===== src/design/selective_repeat_window_control_unit_macros.svh =====
// assertion macros shared by the window control rtl
// expects clk and rst_n in the scope of each use
`ifndef SELECTIVE_REPEAT_WINDOW_CONTROL_UNIT_MACROS_SVH
`define SELECTIVE_REPEAT_WINDOW_CONTROL_UNIT_MACROS_SVH

`ifndef NO_ASSERTIONS
`define SRWC_ASSERT(label, cond) \
  label: assert property (@(posedge clk) disable iff (!rst_n) (cond)) \
    else $error("srwc check failed");
`define SRWC_ASSERT_IMP(label, ante, cons) \
  label: assert property (@(posedge clk) disable iff (!rst_n) (ante) |-> (cons)) \
    else $error("srwc implication failed");
`else
`define SRWC_ASSERT(label, cond)
`define SRWC_ASSERT_IMP(label, ante, cons)
`endif

`endif


===== src/design/srwc_pkg.sv =====
// shared types, codes and sequence helpers of the window control unit
// no dependencies
`default_nettype none

package srwc_pkg;

  localparam int SEQ_MAX     = 31;
  localparam int SEQ_W       = 5;
  localparam int NR_BUFS     = (SEQ_MAX + 1) / 2;
  localparam int SLOT_W      = 4;
  localparam int QUEUE_DEPTH = 2;

  // event kinds
  localparam logic [2:0] KIND_PKT_READY  = 3'd0;
  localparam logic [2:0] KIND_LINK_READY = 3'd1;
  localparam logic [2:0] KIND_FRAME      = 3'd2;
  localparam logic [2:0] KIND_DATA_TO    = 3'd3;
  localparam logic [2:0] KIND_ACK_TO     = 3'd4;

  // frame types
  localparam logic [1:0] FT_DATA = 2'd0;
  localparam logic [1:0] FT_ACK  = 2'd1;
  localparam logic [1:0] FT_NAK  = 2'd2;

  // actions
  localparam logic [2:0] ACT_NONE      = 3'd0;
  localparam logic [2:0] ACT_FETCH     = 3'd1;
  localparam logic [2:0] ACT_TRANSMIT  = 3'd2;
  localparam logic [2:0] ACT_STORE     = 3'd3;
  localparam logic [2:0] ACT_DELIVER   = 3'd4;
  localparam logic [2:0] ACT_STOP_DT   = 3'd5;
  localparam logic [2:0] ACT_START_ACK = 3'd6;

  // classified commands
  localparam logic [3:0] OP_NONE = 4'd0;
  localparam logic [3:0] OP_PKT  = 4'd1;
  localparam logic [3:0] OP_LINK = 4'd2;
  localparam logic [3:0] OP_BAD  = 4'd3;
  localparam logic [3:0] OP_DATA = 4'd4;
  localparam logic [3:0] OP_NAK  = 4'd5;
  localparam logic [3:0] OP_ACK  = 4'd6;
  localparam logic [3:0] OP_DTO  = 4'd7;
  localparam logic [3:0] OP_ATO  = 4'd8;

  typedef logic [SEQ_W-1:0]  seq_t;
  typedef logic [SLOT_W-1:0] slot_t;

  typedef struct packed {
    logic [3:0] op;
    seq_t       seq;
    seq_t       ack;
  } cmd_t;

  typedef struct packed {
    logic [2:0] action;
    logic [1:0] ftype;
    seq_t       seq;
    seq_t       ack;
    slot_t      slot;
  } item_t;

  function automatic seq_t seq_inc(input seq_t k);
    return (k < SEQ_W'(SEQ_MAX)) ? k + 1'b1 : '0;
  endfunction

  function automatic logic in_window(input seq_t a, input seq_t b, input seq_t c);
    return ((a <= b) && (b < c)) || ((c < a) && (a <= b)) || ((b < c) && (c < a));
  endfunction

  function automatic slot_t slot_of(input seq_t s);
    return s[SLOT_W-1:0];
  endfunction

  // piggybacked ack: one below the receive low edge
  function automatic seq_t ack_of(input seq_t r);
    return (r == '0) ? SEQ_W'(SEQ_MAX) : r - 1'b1;
  endfunction

  function automatic item_t make_item(input logic [2:0] action, input logic [1:0] ftype,
                                      input seq_t seq, input seq_t ack, input slot_t slot);
    item_t it;
    it.action = action;
    it.ftype  = ftype;
    it.seq    = seq;
    it.ack    = ack;
    it.slot   = slot;
    return it;
  endfunction

endpackage

`default_nettype wire


===== src/design/selective_repeat_window_control_unit.sv =====
// selective-repeat window control: an event of n actions (at most 35) is popped from the queue head,
// its actions pass through a hold register and the output register, one action per cycle
// while out_tready holds, and the last one carries out_tlast; events are handled one at a time
// input transfers are taken while the command queue has room
// synchronous active-low reset: window edges zero, receive high edge 16, naks allowed,
// link not ready, slot map empty, queue and output register empty
`default_nettype none

module selective_repeat_window_control_unit
  import srwc_pkg::*;
#(
  parameter int QDEPTH = QUEUE_DEPTH
) (
  input  wire logic        clk,
  input  wire logic        rst_n,
  input  wire logic        in_tvalid,
  output logic             in_tready,
  input  wire logic [15:0] in_tdata,  // frame_ok, frame_type, frame_seq, rx_ack
  input  wire logic [2:0]  in_tuser,  // kind
  output logic             out_tvalid,
  input  wire logic        out_tready,
  output logic [23:0]      out_tdata, // out_type, out_seq, out_ack, slot, network_enable
  output logic [2:0]       out_tuser, // action
  output logic             out_tlast
);

  cmd_t  front_cmd, head_cmd;
  logic  q_full, head_valid, pop, in_fire;
  item_t item;
  logic  item_en;

  assign in_tready = !q_full;
  assign in_fire   = in_tvalid && in_tready;

  srwc_front u_front (
    .kind       (in_tuser),
    .frame_ok   (in_tdata[0]),
    .frame_type (in_tdata[2:1]),
    .frame_seq  (in_tdata[7:3]),
    .rx_ack     (in_tdata[12:8]),
    .cmd        (front_cmd)
  );

  srwc_queue #(
    .DEPTH (QDEPTH)
  ) u_queue (
    .clk        (clk),
    .rst_n      (rst_n),
    .push       (in_fire),
    .push_cmd   (front_cmd),
    .full       (q_full),
    .pop        (pop),
    .head_valid (head_valid),
    .head_cmd   (head_cmd)
  );

  srwc_engine u_engine (
    .clk       (clk),
    .rst_n     (rst_n),
    .cmd_valid (head_valid),
    .cmd       (head_cmd),
    .cmd_pop   (pop),
    .out_valid (out_tvalid),
    .out_ready (out_tready),
    .out_item  (item),
    .out_en    (item_en),
    .out_last  (out_tlast)
  );

  assign out_tuser = item.action;
  assign out_tdata = {7'd0, item_en, item.slot, item.ack, item.seq, item.ftype};

endmodule

`default_nettype wire


===== src/design/srwc_front.sv =====
// front end: decodes an incoming event into a command for the queue
// depends on srwc_pkg
`default_nettype none

module srwc_front
  import srwc_pkg::*;
(
  input  wire logic [2:0] kind,
  input  wire logic       frame_ok,
  input  wire logic [1:0] frame_type,
  input  wire seq_t       frame_seq,
  input  wire seq_t       rx_ack,
  output cmd_t            cmd
);

  always_comb begin
    cmd.seq = frame_seq;
    cmd.ack = rx_ack;
    case (kind)
      KIND_PKT_READY:  cmd.op = OP_PKT;
      KIND_LINK_READY: cmd.op = OP_LINK;
      KIND_FRAME: begin
        if (!frame_ok) begin
          cmd.op = OP_BAD;
        end else begin
          case (frame_type)
            FT_DATA: cmd.op = OP_DATA;
            FT_NAK:  cmd.op = OP_NAK;
            default: cmd.op = OP_ACK;
          endcase
        end
      end
      KIND_DATA_TO:    cmd.op = OP_DTO;
      KIND_ACK_TO:     cmd.op = OP_ATO;
      default:         cmd.op = OP_NONE;
    endcase
  end

endmodule

`default_nettype wire


===== src/design/srwc_queue.sv =====
// short command queue between front end and sequencer
// depends on srwc_pkg and the assertion macros
`default_nettype none
`include "selective_repeat_window_control_unit_macros.svh"

module srwc_queue
  import srwc_pkg::*;
#(
  parameter int DEPTH = QUEUE_DEPTH
) (
  input  wire logic clk,
  input  wire logic rst_n,
  input  wire logic push,
  input  wire cmd_t push_cmd,
  output logic      full,
  input  wire logic pop,
  output logic      head_valid,
  output cmd_t      head_cmd
);

  localparam int AW = (DEPTH > 1) ? $clog2(DEPTH) : 1;
  localparam int CW = $clog2(DEPTH + 1);

  cmd_t          mem_r [DEPTH];
  logic [AW-1:0] wr_ptr_r, wr_ptr_nxt;
  logic [AW-1:0] rd_ptr_r, rd_ptr_nxt;
  logic [CW-1:0] count_r, count_nxt;

  function automatic logic [AW-1:0] ptr_inc(input logic [AW-1:0] p);
    return (p == AW'(DEPTH - 1)) ? '0 : p + 1'b1;
  endfunction

  assign full       = (count_r == CW'(DEPTH));
  assign head_valid = (count_r != '0);
  assign head_cmd   = mem_r[rd_ptr_r];

  always_comb begin
    wr_ptr_nxt = push ? ptr_inc(wr_ptr_r) : wr_ptr_r;
    rd_ptr_nxt = pop ? ptr_inc(rd_ptr_r) : rd_ptr_r;
    count_nxt  = count_r;
    if (push && !pop) begin
      count_nxt = count_r + 1'b1;
    end else if (pop && !push) begin
      count_nxt = count_r - 1'b1;
    end
  end

  always_ff @(posedge clk) begin
    if (!rst_n) begin
      wr_ptr_r <= '0;
      rd_ptr_r <= '0;
      count_r  <= '0;
    end else begin
      wr_ptr_r <= wr_ptr_nxt;
      rd_ptr_r <= rd_ptr_nxt;
      count_r  <= count_nxt;
    end
  end

  always_ff @(posedge clk) begin
    if (push) begin
      mem_r[wr_ptr_r] <= push_cmd;
    end
  end

  `SRWC_ASSERT(a_count_range, count_r <= CW'(DEPTH))
  `SRWC_ASSERT_IMP(a_pop_nonempty, pop, count_r != '0)
  `SRWC_ASSERT_IMP(a_push_room, push && !pop, count_r != CW'(DEPTH))

endmodule

`default_nettype wire


===== src/design/srwc_engine.sv =====
// sequencer: window state and action generation for one command at a time
// depends on srwc_pkg and the assertion macros
`default_nettype none
`include "selective_repeat_window_control_unit_macros.svh"

module srwc_engine
  import srwc_pkg::*;
(
  input  wire logic clk,
  input  wire logic rst_n,
  input  wire logic cmd_valid,
  input  wire cmd_t cmd,
  output logic      cmd_pop,
  output logic      out_valid,
  input  wire logic out_ready,
  output item_t     out_item,
  output logic      out_en,
  output logic      out_last
);

  localparam logic [2:0] ST_IDLE  = 3'd0;
  localparam logic [2:0] ST_FIRST = 3'd1;
  localparam logic [2:0] ST_PKTTX = 3'd2;
  localparam logic [2:0] ST_STORE = 3'd3;
  localparam logic [2:0] ST_DELIV = 3'd4;
  localparam logic [2:0] ST_ACKS  = 3'd5;
  localparam logic [2:0] ST_FIN   = 3'd6;

  logic [2:0]        state_r, state_nxt;
  cmd_t              cmd_r, cmd_nxt;
  seq_t              send_low_r, send_low_nxt;
  seq_t              send_next_r, send_next_nxt;
  seq_t              recv_low_r, recv_low_nxt;
  seq_t              recv_high_r, recv_high_nxt;
  seq_t              outst_r, outst_nxt;
  logic              nak_ok_r, nak_ok_nxt;
  logic              link_r, link_nxt;
  logic [NR_BUFS-1:0] arrived_r, arrived_nxt;
  logic              delivered_r, delivered_nxt;
  logic              en_r, en_nxt;
  logic              hold_valid_r, hold_valid_nxt;
  item_t             hold_item_r, hold_item_nxt;
  logic              out_valid_r, out_valid_nxt;
  item_t             out_item_r, out_item_nxt;
  logic              out_last_r, out_last_nxt;
  logic              out_en_r, out_en_nxt;

  logic  en_now, emit_ok, go, produce;
  item_t prod_item;
  seq_t  ack_ofs, ack_cnt, outst_after, nak_seq, cur_ack;
  logic  tx_pred, link_after;

  assign en_now  = (outst_r < SEQ_W'(NR_BUFS)) && link_r;
  assign emit_ok = !out_valid_r || out_ready;
  assign go      = !hold_valid_r || emit_ok;
  assign cur_ack = ack_of(recv_low_r);

  // network enable after the event, worked out from the head command
  always_comb begin
    nak_seq = seq_inc(cmd.ack);
    ack_ofs = cmd.ack - send_low_r;
    ack_cnt = (ack_ofs < outst_r) ? ack_ofs + 1'b1 : '0;
    outst_after = outst_r;
    tx_pred = 1'b0;
    case (cmd.op)
      OP_PKT: begin
        tx_pred = en_now;
        if (en_now) begin
          outst_after = outst_r + 1'b1;
        end
      end
      OP_BAD: tx_pred = nak_ok_r;
      OP_DATA: begin
        tx_pred     = (cmd.seq != recv_low_r) && nak_ok_r;
        outst_after = outst_r - ack_cnt;
      end
      OP_NAK: begin
        tx_pred     = in_window(send_low_r, nak_seq, send_next_r);
        outst_after = outst_r - ack_cnt;
      end
      OP_ACK:  outst_after = outst_r - ack_cnt;
      OP_DTO:  tx_pred = 1'b1;
      OP_ATO:  tx_pred = 1'b1;
      default: tx_pred = 1'b0;
    endcase
    if (cmd.op == OP_LINK) begin
      link_after = 1'b1;
    end else if (tx_pred) begin
      link_after = 1'b0;
    end else begin
      link_after = link_r;
    end
  end

  always_comb begin
    state_nxt      = state_r;
    cmd_nxt        = cmd_r;
    send_low_nxt   = send_low_r;
    send_next_nxt  = send_next_r;
    recv_low_nxt   = recv_low_r;
    recv_high_nxt  = recv_high_r;
    outst_nxt      = outst_r;
    nak_ok_nxt     = nak_ok_r;
    link_nxt       = link_r;
    arrived_nxt    = arrived_r;
    delivered_nxt  = delivered_r;
    en_nxt         = en_r;
    hold_valid_nxt = hold_valid_r;
    hold_item_nxt  = hold_item_r;
    out_valid_nxt  = out_valid_r && !out_ready;
    out_item_nxt   = out_item_r;
    out_last_nxt   = out_last_r;
    out_en_nxt     = out_en_r;
    cmd_pop        = 1'b0;
    produce        = 1'b0;
    prod_item      = '0;

    case (state_r)
      ST_IDLE: begin
        if (cmd_valid) begin
          cmd_pop       = 1'b1;
          cmd_nxt       = cmd;
          en_nxt        = (outst_after < SEQ_W'(NR_BUFS)) && link_after;
          delivered_nxt = 1'b0;
          state_nxt     = ST_FIRST;
        end
      end
      ST_FIRST: begin
        if (go) begin
          state_nxt = ST_FIN;
          case (cmd_r.op)
            OP_PKT: begin
              if (en_now) begin
                produce   = 1'b1;
                prod_item = make_item(ACT_FETCH, FT_DATA, '0, '0, slot_of(send_next_r));
                state_nxt = ST_PKTTX;
              end
            end
            OP_LINK: link_nxt = 1'b1;
            OP_BAD: begin
              if (nak_ok_r) begin
                produce    = 1'b1;
                prod_item  = make_item(ACT_TRANSMIT, FT_NAK, '0, cur_ack, '0);
                nak_ok_nxt = 1'b0;
                link_nxt   = 1'b0;
              end
            end
            OP_DATA: begin
              produce = 1'b1;
              if ((cmd_r.seq != recv_low_r) && nak_ok_r) begin
                prod_item  = make_item(ACT_TRANSMIT, FT_NAK, '0, cur_ack, '0);
                nak_ok_nxt = 1'b0;
                link_nxt   = 1'b0;
              end else begin
                prod_item = make_item(ACT_START_ACK, FT_DATA, '0, '0, '0);
              end
              state_nxt = ST_STORE;
            end
            OP_NAK: begin
              if (in_window(send_low_r, seq_inc(cmd_r.ack), send_next_r)) begin
                produce   = 1'b1;
                prod_item = make_item(ACT_TRANSMIT, FT_DATA, seq_inc(cmd_r.ack), cur_ack,
                                      slot_of(seq_inc(cmd_r.ack)));
                link_nxt  = 1'b0;
              end
              state_nxt = ST_ACKS;
            end
            OP_ACK: state_nxt = ST_ACKS;
            OP_DTO: begin
              produce   = 1'b1;
              prod_item = make_item(ACT_TRANSMIT, FT_DATA, send_low_r, cur_ack,
                                    slot_of(send_low_r));
              link_nxt  = 1'b0;
            end
            OP_ATO: begin
              produce   = 1'b1;
              prod_item = make_item(ACT_TRANSMIT, FT_ACK, '0, cur_ack, '0);
              link_nxt  = 1'b0;
            end
            default: state_nxt = ST_FIN;
          endcase
        end
      end
      ST_PKTTX: begin
        if (go) begin
          produce       = 1'b1;
          prod_item     = make_item(ACT_TRANSMIT, FT_DATA, send_next_r, cur_ack,
                                    slot_of(send_next_r));
          outst_nxt     = outst_r + 1'b1;
          send_next_nxt = seq_inc(send_next_r);
          link_nxt      = 1'b0;
          state_nxt     = ST_FIN;
        end
      end
      ST_STORE: begin
        if (go) begin
          if (in_window(recv_low_r, cmd_r.seq, recv_high_r) &&
              !arrived_r[slot_of(cmd_r.seq)]) begin
            arrived_nxt[slot_of(cmd_r.seq)] = 1'b1;
            produce   = 1'b1;
            prod_item = make_item(ACT_STORE, FT_DATA, '0, '0, slot_of(cmd_r.seq));
            state_nxt = ST_DELIV;
          end else begin
            state_nxt = ST_ACKS;
          end
        end
      end
      ST_DELIV: begin
        if (go) begin
          if (arrived_r[slot_of(recv_low_r)]) begin
            produce       = 1'b1;
            prod_item     = make_item(ACT_DELIVER, FT_DATA, '0, '0, slot_of(recv_low_r));
            nak_ok_nxt    = 1'b1;
            arrived_nxt[slot_of(recv_low_r)] = 1'b0;
            recv_low_nxt  = seq_inc(recv_low_r);
            recv_high_nxt = seq_inc(recv_high_r);
            delivered_nxt = 1'b1;
          end else begin
            if (delivered_r) begin
              produce   = 1'b1;
              prod_item = make_item(ACT_START_ACK, FT_DATA, '0, '0, '0);
            end
            state_nxt = ST_ACKS;
          end
        end
      end
      ST_ACKS: begin
        if (go) begin
          if ((outst_r != '0) && in_window(send_low_r, cmd_r.ack, send_next_r)) begin
            produce      = 1'b1;
            prod_item    = make_item(ACT_STOP_DT, FT_DATA, '0, '0, slot_of(send_low_r));
            outst_nxt    = outst_r - 1'b1;
            send_low_nxt = seq_inc(send_low_r);
          end else begin
            state_nxt = ST_FIN;
          end
        end
      end
      ST_FIN: begin
        if (emit_ok) begin
          out_valid_nxt  = 1'b1;
          out_item_nxt   = hold_valid_r ? hold_item_r : make_item(ACT_NONE, FT_DATA, '0, '0, '0);
          out_last_nxt   = 1'b1;
          out_en_nxt     = en_r;
          hold_valid_nxt = 1'b0;
          state_nxt      = ST_IDLE;
        end
      end
      default: state_nxt = ST_IDLE;
    endcase

    // a held item leaves once the next one exists, so only the final one carries last
    if (produce) begin
      if (hold_valid_r) begin
        out_valid_nxt = 1'b1;
        out_item_nxt  = hold_item_r;
        out_last_nxt  = 1'b0;
        out_en_nxt    = en_r;
      end
      hold_item_nxt  = prod_item;
      hold_valid_nxt = 1'b1;
    end
  end

  always_ff @(posedge clk) begin
    if (!rst_n) begin
      state_r      <= ST_IDLE;
      send_low_r   <= '0;
      send_next_r  <= '0;
      recv_low_r   <= '0;
      recv_high_r  <= SEQ_W'(NR_BUFS);
      outst_r      <= '0;
      nak_ok_r     <= 1'b1;
      link_r       <= 1'b0;
      arrived_r    <= '0;
      delivered_r  <= 1'b0;
      en_r         <= 1'b0;
      hold_valid_r <= 1'b0;
      out_valid_r  <= 1'b0;
    end else begin
      state_r      <= state_nxt;
      send_low_r   <= send_low_nxt;
      send_next_r  <= send_next_nxt;
      recv_low_r   <= recv_low_nxt;
      recv_high_r  <= recv_high_nxt;
      outst_r      <= outst_nxt;
      nak_ok_r     <= nak_ok_nxt;
      link_r       <= link_nxt;
      arrived_r    <= arrived_nxt;
      delivered_r  <= delivered_nxt;
      en_r         <= en_nxt;
      hold_valid_r <= hold_valid_nxt;
      out_valid_r  <= out_valid_nxt;
    end
  end

  always_ff @(posedge clk) begin
    cmd_r       <= cmd_nxt;
    hold_item_r <= hold_item_nxt;
    out_item_r  <= out_item_nxt;
    out_last_r  <= out_last_nxt;
    out_en_r    <= out_en_nxt;
  end

  assign out_valid = out_valid_r;
  assign out_item  = out_item_r;
  assign out_last  = out_last_r;
  assign out_en    = out_en_r;

  `SRWC_ASSERT_IMP(a_en_predicted, state_r == ST_FIN, en_r == en_now)
  `SRWC_ASSERT(a_send_span, outst_r == SEQ_W'(send_next_r - send_low_r))
  `SRWC_ASSERT(a_outst_max, outst_r <= SEQ_W'(NR_BUFS))
  `SRWC_ASSERT(a_recv_span, SEQ_W'(recv_high_r - recv_low_r) == SEQ_W'(NR_BUFS))

endmodule

`default_nettype wire

===== config.mk =====
export PLATFORM = sky130hd
export DESIGN_NAME = selective_repeat_window_control_unit
export DESIGN_NICKNAME = d
export VERILOG_FILES = /design/src/design/srwc_pkg.sv /design/src/design/selective_repeat_window_control_unit.sv /design/src/design/srwc_front.sv /design/src/design/srwc_queue.sv /design/src/design/srwc_engine.sv
export VERILOG_INCLUDE_DIRS = /design/src /design/src/design
export SDC_FILE = /design/constraint.sdc
export NUM_CORES = 1
export LEC_CHECK = 0
export BUFFER_PORTS_ARGS = -buffer_cell sky130_fd_sc_hd__clkbuf_2
export CORE_ASPECT_RATIO = 1.2
export CORE_MARGIN = 4
export CORE_UTILIZATION = 50
export DETAILED_ROUTE_END_ITERATION = 6
export PLACE_DENSITY_LB_ADDON = 0.1
export SYNTH_ARGS = -nofsm -noshare
export SYNTH_HDL_FRONTEND = slang
export SYNTH_SLANG_ARGS = --single-unit

===== constraint.sdc =====
create_clock -name clk -period 12.9 [get_ports clk]
set_clock_uncertainty 0.2 [all_clocks]
set_input_delay 2.58 -clock clk [delete_from_list [all_inputs] [get_ports clk]]
set_output_delay 2.58 -clock clk [all_outputs]
set_load 0.01 [all_outputs]

# --- Word level (Yosys, flattened, before mapping) ---
# Memory sizes are Yosys's and may differ from the RTL's. A register that Yosys moved wholly into a read port is not among the register bits.
# Cells that the tools add are included.
# Widths: inputs -> output; s select.
word_totals:
  ff_bits: 108
  ram_bits: 28
  inputBits: 23
  out_inout_bits: 30
  word_cells: 311
  n_memories: 1
memory_table:
  columns: ["name", "words", "word_bits", "rd", "rd_clocked_by_memory_dff", "wr", "line_no", "source"]
  rows:
  - ["u_queue.mem_r", 2, 14, 1, 1, 1, "srwc_queue.sv:24", "cmd_t mem_r [DEPTH];"]
op_classes:
  n_addsub: 16
  n_lt_le_gt_ge: 23
  n_eq_ne: 47
  n_mux: 119
  bitwise: 3
  reduce_logical: 71
op_table:
  columns: ["operator", "count"]
  rows:
  - ["$mux 19", 13]
  - ["$pmux 19 s6", 1]
  - ["$pmux 19 s5", 1]
  - ["$mux 18", 4]
  - ["$mux 16", 4]
  - ["$mux 5", 12]
  - ["$mux 1", 51]
  - ["$add 5x1->5 const B", 8]
  - ["$lt 5x5->1 const B", 8]
  - ["$lt 5x5->1", 7]
  - ["$eq 4x3->1 const B", 8]
  - ["$pmux 16 s2", 1]
  - ["$mux 3", 10]
  - ["$logic_and 1x1->1", 24]
  - ["$pmux 3 s7", 1]
  - ["$le 5x5->1", 4]
  - ["$pmux 4 s5", 1]
  - ["$pmux 5 s2", 2]
  - ["$ne 2x1->1 const B", 9]
  - ["$reduce_bool 2->1", 9]
  - ["$mux 17", 1]
  - ["$and 16x16->16", 1]
  - ["$eq 4x2->1 const B", 4]
  - ["$not 16->16", 1]
  - ["other kinds (43)", 94]

# --- Logic depth before layout (Yosys ltp) ---
logic_depth:
  word_depth: 12
  depth_mapped: 20
  depth_no_buf: 19

# --- Modules after synthesis ---
# Synthesis repeated with hierarchy kept, for this count alone.
hier_totals:
  hier_cells: 815
  area_unflattened_um2: 8106.5
by_module_without_submodules:
  columns: ["module", "n_inst", "cells_each", "area_each_um2", "seq_area_each_um2"]
  rows:
  - ["srwc_engine", 1, 718, 6663.9, 2412.3]
  - ["srwc_queue", 1, 65, 1227.4, 940.9]
  - ["srwc_front", 1, 21, 141.4, 0.0]
  - ["selective_repeat_window_control_unit", 1, 11, 73.8, 0.0]

# --- Worst setup path after synthesis ---
# Ideal clock, no wire load.
synth_path:
  kind: "register to register"
  startpoint: "register with a tool-made name"
  endpoint: "register u_engine.en_r"
  setup_ps: 101
  arrival_time_ps: 4364
  t_required_ps: 12599
  path_slack_ps: 8235
  stages_incl_launch_ff: 19
  n_path_buf: 2
  period_less_slack_ps: 4665
  cell_sequence: "dfxtp_1 -> clkbuf_1 -> buf_2 -> mux2_2 -> fa_1 -> a21o_1 -> a21oi_1 -> xnor2_1 -> ha_1 -> a21oi_1 -> o21a_1 -> nand2_1 -> ha_1 -> a21o_1 -> a21o_1 -> a211o_1 -> a211o_1 -> xnor2_1 -> o41ai_1"
synth_rtl:
  columns: ["item", "line_no", "source"]
  rows:
  - ["end signal: assignment", "srwc_engine.sv:291", "en_r <= en_nxt;"]
  - ["end: declaration", "srwc_engine.sv:40", "logic en_r, en_nxt;"]

==> out/metrics.yaml <==
setup_path:
  cp_max_fo: 14
  critical_path_arrival_ns: 5.46
  cp.required_ns: 13.02
  critPathKind: "flop to flop"
  end_kind: "flop"
  start_kind: "flop"
drt:
  drtIter0Drc: 435
  wl_um: 19000
  drc: 0
  wire_per_inst_um: 17.6
  ant_nets: 0
  vias_per_cell: 5.96
  drtPass1Iterations: 7
  vias: 6427
clocking:
  cts_hold_buffers: 0
  cts_sinks: 137
  htreeDepth: 4
  clk_pin_slew_ns: 0.05
  cts_root_buf: "clkbuf_16"
  clock_latency_ns: 0.42
  post-cts-setup-buffers: 0
  cts_resized: 0
  clockBufferDepth: 2
  cts_tree: "built"
  cts-buffers-inserted: 17
global_routing:
  grt-ovfl-total: 0
  antenna_found_initial: 0
  grt_first_pass_wirelength_um: 31500
  grt_pass1_vias: 6246
  grt_max_degree: 27
  track_usage_pct: 20.9
placed_design:
  pre_cts_slack_ns: 7.60
  gp_congestion: 0.929
  portBuffers: 42
  hpwl_um: 14100
  placed_cells: 1047
  place_area_um2: 8450
floorplanning:
  std_cell_rows: 50
  io_pins: 53
  start_util_pct: 51.5
  die_w_um: 125
  die_y_um: 148
  fp.coreArea_um2: 15800
  dieArea_um2: 18400
timing:
  setup_ws_ns: 7.56
  finalHoldViolations: 0
  setup_viol: 0
  tns_ns: 0
  hold-worst-slack_ns: 0.253
  tightest_slew_ns: 0.883
  clock.fmax_ghz: 0.187
  period_share_pct: 41.4
  fin_crit_ns: 5.34
  grt_setup_unrepaired: "no"
  slew_viol_final: 0
  max_slew_margin_pct: 41.0
final_layout:
  syn_to_final_growth_pct: 10.9
  nets: 950
  drive_above_1_share_pct: 11.8
  antenna_cells: 0
  postLayoutCellArea_um2: 9040
  final_cells: 1079
synth:
  yosysWarnings: 0
  synth.avg_cell_area_um2: 9.80
  yosys.area.top_type: "edfxtp_1"
  synth.most_common_cell: "dfxtp_1"
  synth-main-ff-cell: "dfxtp_1"
  synth_xor_xnor_area_share_pct: 3.87
  synth_common_cells: "76 x dfxtp_1, 68 x ha_1, 64 x inv_1, 61 x edfxtp_1, 55 x nand2_1"
  synthArstFlopShare_pct: 0
  synth_top_family_by_area: "compound AO/OA/AOI/OAI gates"
  synth_edf_count: 61
  ys_seq_elements: 137
  ys_top_cells_by_area: "edfxtp_1 22%, dfxtp_1 19%, ha_1 10%"
  synth_top_area_share_pct: 22.5
  synth-simple-area-share_pct: 13.9
  synthAdderAreaFrac_pct: 11.2
  ys_seq_area_share_pct: 41.2
  synth-compound-area-share_pct: 18.5
  synth_cell_types: 71
  netlist_area_um2: 8150
  synthMuxAreaShare_pct: 5.65
  syn_inst: 831
hold_path:
  hp-start: "u_engine.hold_item_r[4]$_DFFE_PN_"
  min_path_type: "flop to flop"
pwr:
  p_leak_nw: 3.59
  vdd_ir_drop_max_mv: 0.109
  power.density_nw_per_um2: 207
run_status:
  status: "finished, final reports clean"
flow_run:
  cap_violations: 0
==> cells in the final DEF (no fill, tap or decap), types with 6 or more instances in the layout <==
cell type | synthesis | layout
edfxtp_1 | 61 | 61
mux2_2 | 12 | 12
conb_1 | 1 | 7
and3_1 | 8 | 8
mux4_2 | 8 | 8
or3_1 | 7 | 7
nor2_1 | 49 | 49
dfxtp_1 | 76 | 76
nand2b_1 | 11 | 11
clkbuf_2 | 0 | 42
o21ai_0 | 30 | 30
o21ai_1 | 7 | 7
o211ai_1 | 16 | 16
mux2i_1 | 13 | 13
a21o_1 | 13 | 13
nor2b_1 | 10 | 10
a22o_1 | 19 | 19
xor2_1 | 10 | 10
o31ai_1 | 8 | 8
a31oi_1 | 12 | 12
a22oi_1 | 7 | 7
ha_1 | 68 | 68
o21a_1 | 6 | 6
nand4_1 | 11 | 11
nand2_1 | 55 | 55
nor3_1 | 16 | 16
xnor2_1 | 26 | 26
inv_1 | 64 | 64
nand3_1 | 29 | 29
clkbuf_16 | 0 | 17
a21oi_1 | 49 | 49
==> flip-flops by register name, indices dropped and copies added (netlist names), 2 cells and up, named ones only <==
signal,count
u_engine.state_r,3
u_engine.send_low_r,5
u_engine.recv_low_r,5
u_engine.outst_r,5
u_engine.cmd_r,14
u_engine.out_item,19
u_engine.recv_high_r,5
u_engine.send_next_r,5
u_queue.mem_r,28
u_engine.arrived_r,16
u_queue.count_r,2
u_engine.hold_item_r,19
==> where the power goes <==
group	leakage (nW)	internal (mW)	switching (mW)	total, mW
clock	0.278	0.302	0.180	0.481
combinational	2.12	0.283	0.398	0.681
sequential	1.20	0.598	0.113	0.711
total	3.59	1.18	0.691	1.87
==> through the flow <==
| stage | utilization, % | total power, mW |
|---|---|---|
| floorplan | - | 1.21 |
| global placement | 53.4 | 1.36 |
| detailed placement | 53.4 | 1.40 |
| CTS | 57.1 | 1.88 |
| global route | 57.1 | 2.01 |
| finish | 57.1 | 1.87 |
==> worst max-delay path: stages, from the launching register on <==
cell and delay, ns:
dfxtp_1 0.79, mux2_2 0.48, inv_1 0.07, ha_1 0.15, inv_1 0.06, fa_1 0.48
a21o_1 0.19, a21oi_1 0.17, xnor2_1 0.18, ha_1 0.29, a21oi_1 0.14, o21a_1 0.24
nand2_1 0.09, ha_1 0.31, a21o_1 0.19, a21o_1 0.18, a211o_1 0.28, a211o_1 0.30
xnor2_1 0.15, o41ai_1 0.29
==> cells by family after synthesis <==
| logic type | Yosys count |
|---|---|
| buffers and inverters | 109 |
| xor gates and xnor gates | 36 |
| AOI/OAI and AO/OA | 216 |
| and+or+nand+nor | 225 |
| adders and majority gates | 73 |
| muxes | 34 |
| other | 1 |
| DFF | 137 |
==> final cells by class <==
type | count | area [um^2]
Inverter | 65 | 244
Clock buffer | 19 | 433
Fill cell | 1369 | 6790
Clock inverter | 13 | 153
Timing Repair Buffer | 46 | 240
Sequential cell | 137 | 3350
Tap cell | 208 | 260
Multi-Input combinational cell | 591 | 4350
==> worst paths after layout <==
check                                 end  slack, ns  cells past startpoint
max reg2reg    u_engine.en_r$_SDFFE_PN0P_       7.56                     19
min reg2reg  u_engine.out_item[4]$_DFF_P_       0.25                      1
min          u_engine.out_item[4]$_DFF_P_       0.25                      1
max            u_engine.en_r$_SDFFE_PN0P_       7.56                     19
==> routing by layer <==
layer  routed length, um  global-route usage [%]
met4                 331                    7.51
met2                9230                    35.1
met1                8330                    26.9
met5                   0                       0
met3                1090                    4.16
Note: power is estimated with default switching activity, not from simulation.
